**config.mk**
```make
export PLATFORM = sky130hd
export DESIGN_NAME = rgb_pixel_run_length_encoder
export DESIGN_NICKNAME = d
export VERILOG_FILES = /design/src/rtl/rple_pkg.sv /design/src/rtl/rple_rec_queue.sv /design/src/rtl/rgb_pixel_run_length_encoder.sv
export SDC_FILE = /design/constraint.sdc
export NUM_CORES = 1
export LEC_CHECK = 0
export BUFFER_PORTS_ARGS = -buffer_cell sky130_fd_sc_hd__buf_2
export CORE_UTILIZATION = 61
export CTS_BUF_LIST = sky130_fd_sc_hd__clkbuf_4
export CTS_CLUSTER_DIAMETER = 200
export DETAILED_ROUTE_END_ITERATION = 10
export GPL_TIMING_DRIVEN = 0
export PLACE_DENSITY = 0.81
export SLEW_MARGIN = 20
export SYNTH_ARGS = -nofsm -noshare
export SYNTH_HDL_FRONTEND = slang
export SYNTH_SLANG_ARGS = --single-unit
```
**constraint.sdc**
```tcl
create_clock -name clk -period 8 [get_ports clk]
set_input_delay 1.2 -clock clk [delete_from_list [all_inputs] [get_ports clk]]
set_output_delay 1.2 -clock clk [all_outputs]
set_load 0.01 [all_outputs]
```
**src/rtl/rple_pkg.sv**
```systemverilog
// Package for the RGB pixel run-length encoder.
// Holds the record type, queue sizing and record packing shared by all rtl files.
`default_nettype none

package rple_pkg;

  localparam int unsigned CHAN_W      = 8;
  localparam int unsigned COUNT_W     = 8;
  localparam int unsigned REC_DEPTH   = 4;
  localparam int unsigned REC_PTR_W   = $clog2(REC_DEPTH);
  localparam int unsigned REC_LEVEL_W = $clog2(REC_DEPTH + 1);
  localparam int unsigned IN_DATA_W   = 24;
  localparam int unsigned OUT_DATA_W  = 32;

  localparam logic [COUNT_W-1:0] COUNT_MAX   = '1;
  localparam logic [COUNT_W-1:0] MAX_RUN_RST = '1;

  typedef struct packed {
    logic               last;
    logic [CHAN_W-1:0]  red;
    logic [CHAN_W-1:0]  green;
    logic [CHAN_W-1:0]  blue;
    logic [COUNT_W-1:0] count;
  } rec_t;

  // queue status seen by the encoder core
  typedef struct packed {
    logic [REC_LEVEL_W-1:0] level;
    logic                   room2;
  } rec_stat_t;

  function automatic logic [OUT_DATA_W-1:0] pack_rec(input rec_t r);
    return {r.red, r.green, r.blue, r.count};
  endfunction

endpackage

`default_nettype wire

```
**src/rtl/rple_rec_queue.sv**
```systemverilog
// Small record queue between the encoder and the output channel.
// Takes up to two records per cycle, hands out one; depends on rple_pkg.
`default_nettype none

module rple_rec_queue
  import rple_pkg::*;
(
  input  wire logic      clk,
  input  wire logic      rst,
  input  wire logic      push_a,
  input  wire logic      push_b,
  input  wire rec_t      rec_a,
  input  wire rec_t      rec_b,
  input  wire logic      pop,
  output rec_t           head,
  output logic           head_valid,
  output rec_stat_t      stat
);

  rec_t                   entries [REC_DEPTH];
  logic [REC_PTR_W-1:0]   wptr;
  logic [REC_PTR_W-1:0]   rptr;
  logic [REC_LEVEL_W-1:0] level;
  logic [REC_PTR_W-1:0]   wptr_next;
  logic [REC_PTR_W-1:0]   wptr_b;
  logic [REC_LEVEL_W-1:0] level_next;
  logic [1:0]             push_n;

  assign push_n     = {1'b0, push_a} + {1'b0, push_b};
  assign wptr_b     = wptr + REC_PTR_W'(1);
  assign wptr_next  = wptr + REC_PTR_W'(push_n);
  assign level_next = level + REC_LEVEL_W'(push_n) - REC_LEVEL_W'(pop);

  assign head       = entries[rptr];
  assign head_valid = (level != '0);
  assign stat.level = level;
  assign stat.room2 = (level <= REC_LEVEL_W'(REC_DEPTH - 2));

  always_ff @(posedge clk) begin
    if (rst) begin
      wptr  <= '0;
      rptr  <= '0;
      level <= '0;
    end else begin
      wptr  <= wptr_next;
      level <= level_next;
      if (pop) begin
        rptr <= rptr + REC_PTR_W'(1);
      end
    end
  end

  // a lone record goes to the write pointer whichever slot it came from
  always_ff @(posedge clk) begin
    if (push_a) begin
      entries[wptr] <= rec_a;
      if (push_b) begin
        entries[wptr_b] <= rec_b;
      end
    end else if (push_b) begin
      entries[wptr] <= rec_b;
    end
  end

endmodule

`default_nettype wire

```
**src/rtl/rgb_pixel_run_length_encoder.sv**
```systemverilog
// RGB pixel run-length encoder, top level.
// Depends on rple_pkg and rple_rec_queue.
//
// Usage:
//   s_axis: one pixel per request, tdata = {blue, green, red} (red in the low
//   byte), tlast marks the last pixel of a tile.
//   m_axis: one record per request, tdata = {out_red, out_green, out_blue,
//   run_count} (run_count in the low byte), tlast marks the tile's final record.
//   cfg_we/cfg_wdata write max_run_length (reset 255); write only while idle.
// Timing:
//   A pixel is folded into the open run in the cycle it is accepted; its
//   records are written into a four-entry queue whose head drives m_axis.
//   One pixel per cycle is taken while the queue has room for two records,
//   so the rate is one pixel per cycle whenever the sink takes one record
//   per cycle; a pixel that closes the open run and whose own run is also
//   flushed (tile end or maximum) makes two records for the output side.
// Reset: no run open, queue empty, max_run_length = 255.
// Stall: when m_axis_tready is low the queue fills and s_axis_tready drops
//   once fewer than two slots are free; nothing is lost.
`default_nettype none

module rgb_pixel_run_length_encoder
  import rple_pkg::*;
(
  input  wire logic                  clk,
  input  wire logic                  rst,
  input  wire logic                  cfg_we,
  input  wire logic [COUNT_W-1:0]    cfg_wdata,     // max_run_length
  input  wire logic                  s_axis_tvalid,
  output logic                       s_axis_tready,
  input  wire logic [IN_DATA_W-1:0]  s_axis_tdata,  // red, green, blue
  input  wire logic                  s_axis_tlast,  // last_pixel
  output logic                       m_axis_tvalid,
  input  wire logic                  m_axis_tready,
  output logic [OUT_DATA_W-1:0]      m_axis_tdata,  // run_count, out_blue, out_green, out_red
  output logic                       m_axis_tlast   // last_record
);

  logic [COUNT_W-1:0] max_run_length;
  logic [CHAN_W-1:0]  held_red;
  logic [CHAN_W-1:0]  held_green;
  logic [CHAN_W-1:0]  held_blue;
  logic [COUNT_W-1:0] held_count;
  logic [COUNT_W-1:0] held_count_next;

  logic [CHAN_W-1:0]  in_red;
  logic [CHAN_W-1:0]  in_green;
  logic [CHAN_W-1:0]  in_blue;
  logic               s_fire;
  logic               m_fire;
  logic               run_open;
  logic               differ;
  logic               new_run;
  logic [COUNT_W-1:0] run_count;
  logic               flush;
  rec_t               rec_old;
  rec_t               rec_cur;
  rec_t               head;
  logic               head_valid;
  rec_stat_t          stat;

  assign in_red   = s_axis_tdata[CHAN_W-1:0];
  assign in_green = s_axis_tdata[2*CHAN_W-1:CHAN_W];
  assign in_blue  = s_axis_tdata[3*CHAN_W-1:2*CHAN_W];

  assign s_axis_tready = stat.room2;
  assign s_fire        = s_axis_tvalid && s_axis_tready;
  assign m_fire        = m_axis_tvalid && m_axis_tready;

  assign run_open = (held_count != '0);
  assign differ   = (in_red != held_red) || (in_green != held_green) ||
                    (in_blue != held_blue);
  assign new_run  = !run_open || differ;

  // count saturates at 255; no open run gets that far, as a count of 255 always flushes
  always_comb begin
    if (new_run) begin
      run_count = COUNT_W'(1);
    end else if (held_count != COUNT_MAX) begin
      run_count = held_count + COUNT_W'(1);
    end else begin
      run_count = COUNT_MAX;
    end
  end

  assign flush           = (run_count >= max_run_length) || s_axis_tlast;
  assign held_count_next = flush ? '0 : run_count;

  always_comb begin
    rec_old.last  = 1'b0;
    rec_old.red   = held_red;
    rec_old.green = held_green;
    rec_old.blue  = held_blue;
    rec_old.count = held_count;
    rec_cur.last  = s_axis_tlast;
    rec_cur.red   = new_run ? in_red   : held_red;
    rec_cur.green = new_run ? in_green : held_green;
    rec_cur.blue  = new_run ? in_blue  : held_blue;
    rec_cur.count = run_count;
  end

  always_ff @(posedge clk) begin
    if (rst) begin
      max_run_length <= MAX_RUN_RST;
      held_count     <= '0;
      held_red       <= '0;
      held_green     <= '0;
      held_blue      <= '0;
    end else begin
      if (cfg_we) begin
        max_run_length <= cfg_wdata;
      end
      if (s_fire) begin
        held_count <= held_count_next;
        held_red   <= rec_cur.red;
        held_green <= rec_cur.green;
        held_blue  <= rec_cur.blue;
      end
    end
  end

  rple_rec_queue u_queue (
    .clk        (clk),
    .rst        (rst),
    .push_a     (s_fire && run_open && differ),
    .push_b     (s_fire && flush),
    .rec_a      (rec_old),
    .rec_b      (rec_cur),
    .pop        (m_fire),
    .head       (head),
    .head_valid (head_valid),
    .stat       (stat)
  );

  assign m_axis_tvalid = head_valid;
  assign m_axis_tdata  = pack_rec(head);
  assign m_axis_tlast  = head.last;

  // an open run never reaches 255: reaching the maximum flushes it
  a_held_below_max: assert property (@(posedge clk) disable iff (rst)
    held_count != COUNT_MAX)
    else $error("open run count reached 255");

  a_tile_end_closes: assert property (@(posedge clk) disable iff (rst)
    s_fire && s_axis_tlast |=> held_count == '0)
    else $error("run left open after last pixel");

  a_queue_bound: assert property (@(posedge clk) disable iff (rst)
    stat.level <= REC_LEVEL_W'(REC_DEPTH))
    else $error("record queue overflow");

  a_accept_has_room: assert property (@(posedge clk) disable iff (rst)
    s_fire |=> stat.level <= REC_LEVEL_W'(REC_DEPTH))
    else $error("pixel accepted without room for its records");

endmodule

`default_nettype wire

```
==> results by group, run 1 <==
Clock tree
  • CTS tree: done
  • CTS H-tree lvls: 4
  • Root Buffer: clkbuf_4
  • Worst-path clk slew: approximately 0.14 ns
  • CTS resizes: 0
  • Num CTS Buffers: 17
  • Hold buffers post-CTS: 0
  • Post-CTS Repair Setup Buffers: 0
  • Clock sinks: 181
  • CTS max path bufs: 2
  • Worst skew pair latency: around 0.6 ns

Placed design
  • Placed Cells: between 1000 and 1500
  • Port Buffers: 70
  • Post-Place Setup Slack: 1.67 ns
  • GPL Wtd Cong: approximately 0.87
  • Area after DPL: between 9000 and 10000 um^2
  • Post-DP HPWL: 15300 um

Synth
  • Ys Warns: 0
  • XOR/XNOR Fraction of Synth Area: 3.08%
  • Synth top area share: 43.6%
  • Number of distinct library cells after synthesis: 51
  • Ys async rst share: 0%
  • Main flop type after synthesis: edfxtp_1
  • Area share of fa/ha/maj cells after synthesis: under 10%
  • Syn nets: slightly below 1000
  • Cells after synthesis: about 920
  • Ranking of synthesized cells by area: edfxtp_1 44%, nand2_1 15%, dfxtp_1 11%
  • Mux contribution to synthesized area: roughly 8.3%
  • Mapped cell area: 9100 um^2
  • Post-synthesis sequential area ratio: a little over half
  • Largest family of logic cells by synthesized area: simple AND/OR/NAND/NOR gates
  • Post-synth top area cell: edfxtp_1
  • Simple-Gate Fraction of Synth Area: around a fifth
  • Post-Syn Area per Cell: 9.94 um^2
  • Compound-Gate Fraction of Synth Area: approximately 8%
  • Yosys reg bits: ~180
  • EDFF count, synth: around 130

Die
  • Core area: between 10000 and 15000 um^2
  • I/O pin count: 73
  • Die height: around 120 um
  • Die area: about 15000 um^2
  • Initial core utilization: roughly 63%
  • # rows: 44
  • Die X: 124 um

STA
  • Final setup vio count: 0
  • Setup TNS Final: 0 ns
  • Minimum clock period: 5.94 ns
  • Final hold violation count: 0
  • Worst-margin pin slew: between 1 and 1.5 ns
  • Final WS setup: approximately 2.1 ns
  • Max-slew violations: 0
  • Fin Clk Skew: 0.0185 ns
  • RSZ-0062 raised after global routing: no
  • Final period utilization: about three quarters
  • Max_slew headroom: between 20% and 30%
  • Achievable Freq: 168 MHz

Pwr
  • Clock power frac: about 25%
  • Seq pwr share: ~45%
  • Pwr dens: between 200 and 300 nW/um^2
  • Logic pwr share: 29.7%
  • Sw Pwr: between 0.8 and 0.9 mW
  • Leakage: between 4 and 5 nW
  • VDD IR max: 180 uV
  • Sw Share: a little under a third
  • Internal power: 1.78 mW

Job
  • Maxcap violations: 0

Route
  • Antenna Violating Nets Remaining: 0
  • Initial DRC Count: around 1000
  • Vias per inst: 5.97
  • Routed wire length: 22500 um
  • Wire per inst: between 15 and 20 um
  • Post-route DRC violation count: 0
  • Total number of vias: between 7000 and 8000
  • First-pass DRT Iterations: 6

Final layout
  • Post-route insts no fill: around 1200
  • Register area: roughly 4900 um^2
  • Diodes inserted: 0
  • Design Area, Final: 10200 um^2
  • Layout cells sized above 1: around 17%
  • Area Overhead vs Synth: 12.4%
  • Nets: approximately 1100
  • # fillers: 1090
  • Footprint of the multi-input gates: 3850 um^2

Setup path
  • Critical Path RT: ~8.5 ns
  • Crit end category: flop
  • Crit path cell chain: buf_2 > xor2_1 > nor4_1 > nand2_1 > nor3_2 > buf_4 > a21boi_0 > ha_1 > or3_1 > a21oi_1 > o31ai_1 > and2_2 > ha_1 > inv_1 > nor2_1 > a21oi_1 > clkbuf_1 > nand2_1 > nand2_1
  • Buf/Inv on CP: 4
  • WS Path Type: in2reg
  • CP delay by family, top: simple AND/OR/NAND/NOR gates
  • Crit start category: primary input
  • Worst path most repeated cell: nand2_1
  • Slowest-stage cell, CP: a21oi_1
  • Crit path largest cell delay: ~0.79 ns
  • Crit path arrival time: ~6.4 ns
  • CP Max Fanout: 10

Global routing
  • Gr ovfl total: 0
  • GR Util All Layers: about 31%
  • First-pass GRT wire length: roughly 35000 um
  • Largest net degree at the start of global routing: 27
  • Vias in the first global route: 6781
  • Initial antenna violation count: 0

Status
  • Status: complete, no violations

Worst hold path
  • Class of the worst hold path: reg2reg
==> layout by cell type (no fill, tap or decap), types with 5 or more instances in the layout <==
cell       instances
and2_1             6
mux4_2            33
buf_2             81
dfxtp_1           49
a21oi_1           87
nand3_1            5
bufinv_16          7
clkbuf_1          40
and3_1             7
xor2_1            25
ha_1              17
xnor2_1            7
clkbuf_4          21
nor2_1            30
edfxtp_1         132
inv_1             22
nand2_1          355
o21ai_0           11
nor4_1             6
o211ai_1           7
==> kinds of logic after synthesis <==
group | Yosys count
flops | 181
compound gates | 128
fa+ha+maj | 18
simple gates | 439
buf+inv | 83
xor+xnor | 32
mux | 34
==> per-layer routing <==
metal | routed length [um] | global-route usage [%]
met1 | 8450 | 40.1
met2 | 11000 | 50.6
met3 | 2200 | 5.54
met4 | 836 | 15.9
met5 | 0 | 0
==> cell usage after synthesis, types with 4 or more instances <==
cell type	count
xor2_1	25
edfxtp_1	132
buf_2	11
dfxtp_1	49
buf_1	4
nor4_1	6
nand2_1	355
nand2b_1	4
inv_1	22
o21ai_0	11
or3_1	4
and2_1	6
a21oi_1	88
nand3_1	5
o211ai_1	7
clkbuf_1	40
mux4_2	33
ha_1	17
and3_1	7
nor2_1	30
xnor2_1	7
==> power groups by stage <==
stage / Combinational [mW] / Sequential, mW / Clock, mW
2_1_floorplan: 0.511 / 1.18 / 0
3_3_place_gp: 0.732 / 1.19 / 0
3_5_place_dp: 0.769 / 1.19 / 0
4_1_cts: 0.773 / 1.17 / 0.659
5_1_grt: 0.856 / 1.18 / 0.699
6_report: 0.774 / 1.17 / 0.662
==> registers in the layout, summed over array words and instances, names as in the netlist, named ones only <==
register         cells
u_queue.entries    132
held_blue            8
held_count           8
held_green           8
held_red             8
max_run_length       8
u_queue.level        3
u_queue.rptr         2
u_queue.wptr         2
==> final cells by class <==
class | count | area share, %
sequential | 181 | 48.3
multi-input combinational | 651 | 37.6
timing repair buffer | 76 | 4.65
buffer | 60 | 2.51
tap | 184 | 2.25
clock inverter | 11 | 2.24
clock buffer | 21 | 1.54
inverter | 23 | 0.844
==> worst reg2reg max path: cells and delay by family (launching register included) <==
kind	cells	cell delay [ns]
buffers and inverters	3	0.94
AO/OA/AOI/OAI	4	1.36
adder cells (fa/ha/maj)	2	0.52
flip-flops	1	0.39
AND/OR/NAND/NOR	8	2.10
XOR/XNOR	1	0.19
==> stage by stage <==
stage / hold slack, ns / total power, mW / util, %
2_1_floorplan: 0.448 / 1.69 / -
3_3_place_gp: 0.467 / 1.93 / 66.6
3_5_place_dp: 0.472 / 1.96 / 67.7
4_1_cts: 0.501 / 2.60 / 70.4
5_1_grt: 0.537 / 2.74 / 70.4
6_report: 0.495 / 2.61 / 70.4
==> path summary, 6_finish.rpt <==
kind	from	end	slack (ns)	depth (start not counted)
worst min-delay path	max_run_length[1]$_SDFFE_PP1P_	max_run_length[1]$_SDFFE_PP1P_	0.50	2
worst max register to register	held_red[3]$_SDFFE_PP0P_	u_queue.entries[3][31]$_DFFE_PP_	2.38	18
worst min register to register	max_run_length[1]$_SDFFE_PP1P_	max_run_length[1]$_SDFFE_PP1P_	0.50	2
worst max-delay path	s_axis_tdata[3]	u_queue.entries[3][31]$_DFFE_PP_	2.06	19
(Power assumes the default switching activity.)
==> inputs of run 2 (changes only) <==
--- a/config.mk
+++ b/config.mk
@@ -6,12 +6,12 @@
 export NUM_CORES = 1
 export LEC_CHECK = 0
 export BUFFER_PORTS_ARGS = -buffer_cell sky130_fd_sc_hd__buf_2
-export CORE_UTILIZATION = 61
+export CORE_UTILIZATION = 56
 export CTS_BUF_LIST = sky130_fd_sc_hd__clkbuf_4
 export CTS_CLUSTER_DIAMETER = 200
 export DETAILED_ROUTE_END_ITERATION = 10
 export GPL_TIMING_DRIVEN = 0
-export PLACE_DENSITY = 0.81
+export PLACE_DENSITY = 0.78
 export SLEW_MARGIN = 20
 export SYNTH_ARGS = -nofsm -noshare
 export SYNTH_HDL_FRONTEND = slang
==> constraint.sdc (replaced) <==
create_clock -name clk -period 4.83 [get_ports clk]
set_input_delay 0.7245 -clock clk [delete_from_list [all_inputs] [get_ports clk]]
set_output_delay 0.7245 -clock clk [all_outputs]
set_load 0.01 [all_outputs]
==> run 2 against run 1 <==
  * Sequential share of layout area decreased by 1.1 points
  * Register-to-register slack got worse by 2.2 ns
  * Utilization decreased by 4.5 points
  * Clock power increased by 50%
  * Worst setup slack got worse by 1.9 ns
==> results by group, run 2 (synthesized netlist as in run 1, its figures left out) <==
Pwr
  • Pwr Total: 4.26 mW (+64%)
  • Leakage: 4.32 nW (+2.6%)
  • VDD IR max: 309 uV (+72%)
  • Pwr dens: 407 nW/um^2 (+60%)

Placed design
  • Post-Place Setup Slack: -1.09 ns (-2.76 ns)
  • Post-DP HPWL: 14800 um (-3.1%)
  • Placed Cells: 1206 (+2.6%)
  • Port Buffers: 70 (unchanged)
  • GPL Wtd Cong: 0.830 (-5.1%)

Setup path
  • Crit start category: flop
  • WS Path Type: reg2reg
  • Crit path cell chain: buf_2 > inv_4 > ha_1 > or4b_4 > nor4_4 > nor3_4 > buf_6 > nand2_2 > nor2_1 > ha_1 > or4_1 > a21oi_2 > o31ai_2 > and2_4 > ha_4 > nand2b_4 > nor2_1 > nor2_2 > clkbuf_2 > nand2_1 > nand2_1
  • R2R Path Start: held_count[0]$_SDFFE_PP0P_
  • R2r worst-path depth: 21 (+3)
  • Crit end category: flop
  • R2R setup slack: 0.17 ns (-2.21 ns)
  • CP Max Fanout: 10 (unchanged)
  • Worst r2r dst: u_queue.entries[1][29]$_DFFE_PP_
  • Crit path largest cell delay: 0.53 ns (-0.26 ns)
  • Crit path arrival time: 5.12 ns (-1.28 ns)
  • Critical Path RT: 5.30 ns (-3.16 ns)
  • Slowest-stage cell, CP: or4_1

Die
  • Die area: 16800 um^2 (+8.8%)
  • Core area: 15900 um^2 (+9.3%)
  • I/O pin count: 73 (unchanged)
  • Die X: 129 um (+4.3%)
  • Die height: 129 um (+4.3%)
  • Initial core utilization: 57.3% (-5.3 points)
  • # rows: 46 (+4.5%)

Clock tree
  • Clock sinks: 181 (unchanged)
  • Root Buffer: clkbuf_4
  • Worst-path clk slew: 0.15 ns (about the same)
  • CTS max path bufs: 2 (unchanged)
  • Num CTS Buffers: 17 (unchanged)
  • Worst skew pair latency: 0.60 ns (about the same)
  • CTS H-tree lvls: 4 (unchanged)
  • CTS tree: done

STA
  • Setup TNS Final: 0 ns (unchanged)
  • Minimum clock period: around 4.7 ns
  • Worst-margin pin slew: 0.743 ns (-0.349 ns)
  • Final period utilization: a little over nine tenths
  • Fin Clk Skew: 0.0178 ns (-0.000752 ns)
  • Final WS setup: 0.174 ns (-1.88 ns)
  • Hold WS: 0.330 ns (-0.166 ns)
  • Achievable Freq: 215 MHz
  • Final hold violation count: 0 (unchanged)
  • Final setup vio count: 0 (unchanged)
  • Max-slew violations: 0 (unchanged)
  • Max_slew headroom: 50.5% (+24 points)

Final layout
  • Most flops, register: u_queue.entries
  • Post-route insts no fill: 1244 (+3.1%)
  • # fillers: 1227 (+13%)
  • Commonest non-fill, non-tap cell in the layout: nand2_1
  • Layout cells sized above 1: 21.5% (+4.3 points)
  • Most frequent cells in the layout: 355 x nand2_1, 132 x edfxtp_1, 85 x a21oi_1, 84 x buf_2, 49 x dfxtp_1
  • Nets: 1070 (+0.38%)
  • Area Overhead vs Synth: 15.0%
  • Max reg flops: 132 (unchanged)

Route
  • Total number of vias: 7090 (-1.6%)
  • Post-route DRC violation count: 0 (unchanged)
  • Wire length on met3: 1790 um (-18%)
  • First-pass DRT Iterations: 5 (-1)
  • Antenna Violating Nets Remaining: 0 (unchanged)
  • Initial DRC Count: 791 (-24%)
  • DR top layer: met4
  • M1 WL: 8720 um (+3.1%)
  • Vias per inst: 5.70 (-4.5%)
  • Routed wire length: 21900 um (-2.7%)
  • Met2 Wirelength: 10700 um (-2.7%)
  • Wire per inst: 17.6 um (-5.6%)

Worst hold path
  • Class of the worst hold path: in2reg
  • Worst hold start: cfg_wdata[0]
  • Worst Hold End: max_run_length[0]$_SDFFE_PP1P_
  • Hold path depth: 3 (+1)

Global routing
  • Gr ovfl total: 0 (unchanged)
  • First-pass GRT wire length: 34300 um (-2.3%)
  • Vias in the first global route: 6613 (-2.5%)
  • Initial antenna violation count: 1 (+1)
  • GR Util All Layers: 27.6% (-3.6 points)
  • Largest net degree at the start of global routing: 20 (-26%)

Status
  • Status: complete, no violations

Job
  • Maxcap violations: 0 (unchanged)
[run 2: cell type report]
cell class	count	area [um^2]	area share [%]
Clock buffer	18	135	1.29
Buffer	58	318	3.04
Inverter	23	88.8	0.849
Clock inverter	14	208	1.98
Antenna cell	1	2.50	0.0239
Sequential cell	181	4940	47.2
Tap cell	216	270	2.58
Multi-Input combinational cell	651	3970	37.9
Timing Repair Buffer	82	533	5.09
[run 2: layer usage]
layer,GRT usage (%),vias to the layer above
li1,-,3345
met1,34.9,3303
met2,46.3,379
met3,5.04,63
met4,12.5,0
met5,0,-
[run 2: worst max-delay path, delay by kind of cell, from the launching register on]
kind / cells / cell delay (ns)
flip-flops: 1 / 0.34
AO/OA/AOI/OAI: 2 / 0.30
buffers and inverters: 4 / 0.80
AND/OR/NAND/NOR: 12 / 2.53
adder cells (fa/ha/maj): 3 / 0.54
[run 2: report_power, final]
group | switching (mW) | leakage [nW] | internal, mW | total (mW)
clock | 0.526 | 0.174 | 0.465 | 0.991
combinational | 0.779 | 2.51 | 0.554 | 1.33
sequential | 0.0785 | 1.64 | 1.86 | 1.94
total | 1.38 | 4.32 | 2.88 | 4.26
[run 2: per-stage QoR]
stage / cell area (um^2) / util [%]
finish: 10500 / 65.9
CTS: 10400 / 65.4
detailed placement: 9860 / 62.1
floorplan: 9120 / -
global route: 10500 / 65.9
global placement: 9740 / 61.3
[run 2: worst max-delay path by stage]
| stage | start | endpoint |
|---|---|---|
| 2_1_floorplan | held_count[0]$_SDFFE_PP0P_ | u_queue.entries[1][0]$_DFFE_PP_ |
| 3_3_place_gp | s_axis_tdata[3] | u_queue.entries[3][25]$_DFFE_PP_ |
| 3_5_place_dp | s_axis_tdata[3] | u_queue.entries[1][7]$_DFFE_PP_ |
| 4_1_cts | held_count[0]$_SDFFE_PP0P_ | u_queue.level[2]$_SDFF_PP0_ |
| 5_1_grt | held_count[1]$_SDFFE_PP0P_ | u_queue.entries[1][17]$_DFFE_PP_ |
| 6_report | held_count[0]$_SDFFE_PP0P_ | u_queue.entries[1][29]$_DFFE_PP_ |
[run 2: timing repair]
item | in CTS | in global routing
pin swaps | 3 | 5
resized for setup | 51 | 14
setup buffers | 3 | 4
hold buffers | 0 | 0
setup endpoints to repair | 215 | 165
hold endpoints to repair | 0 | 0
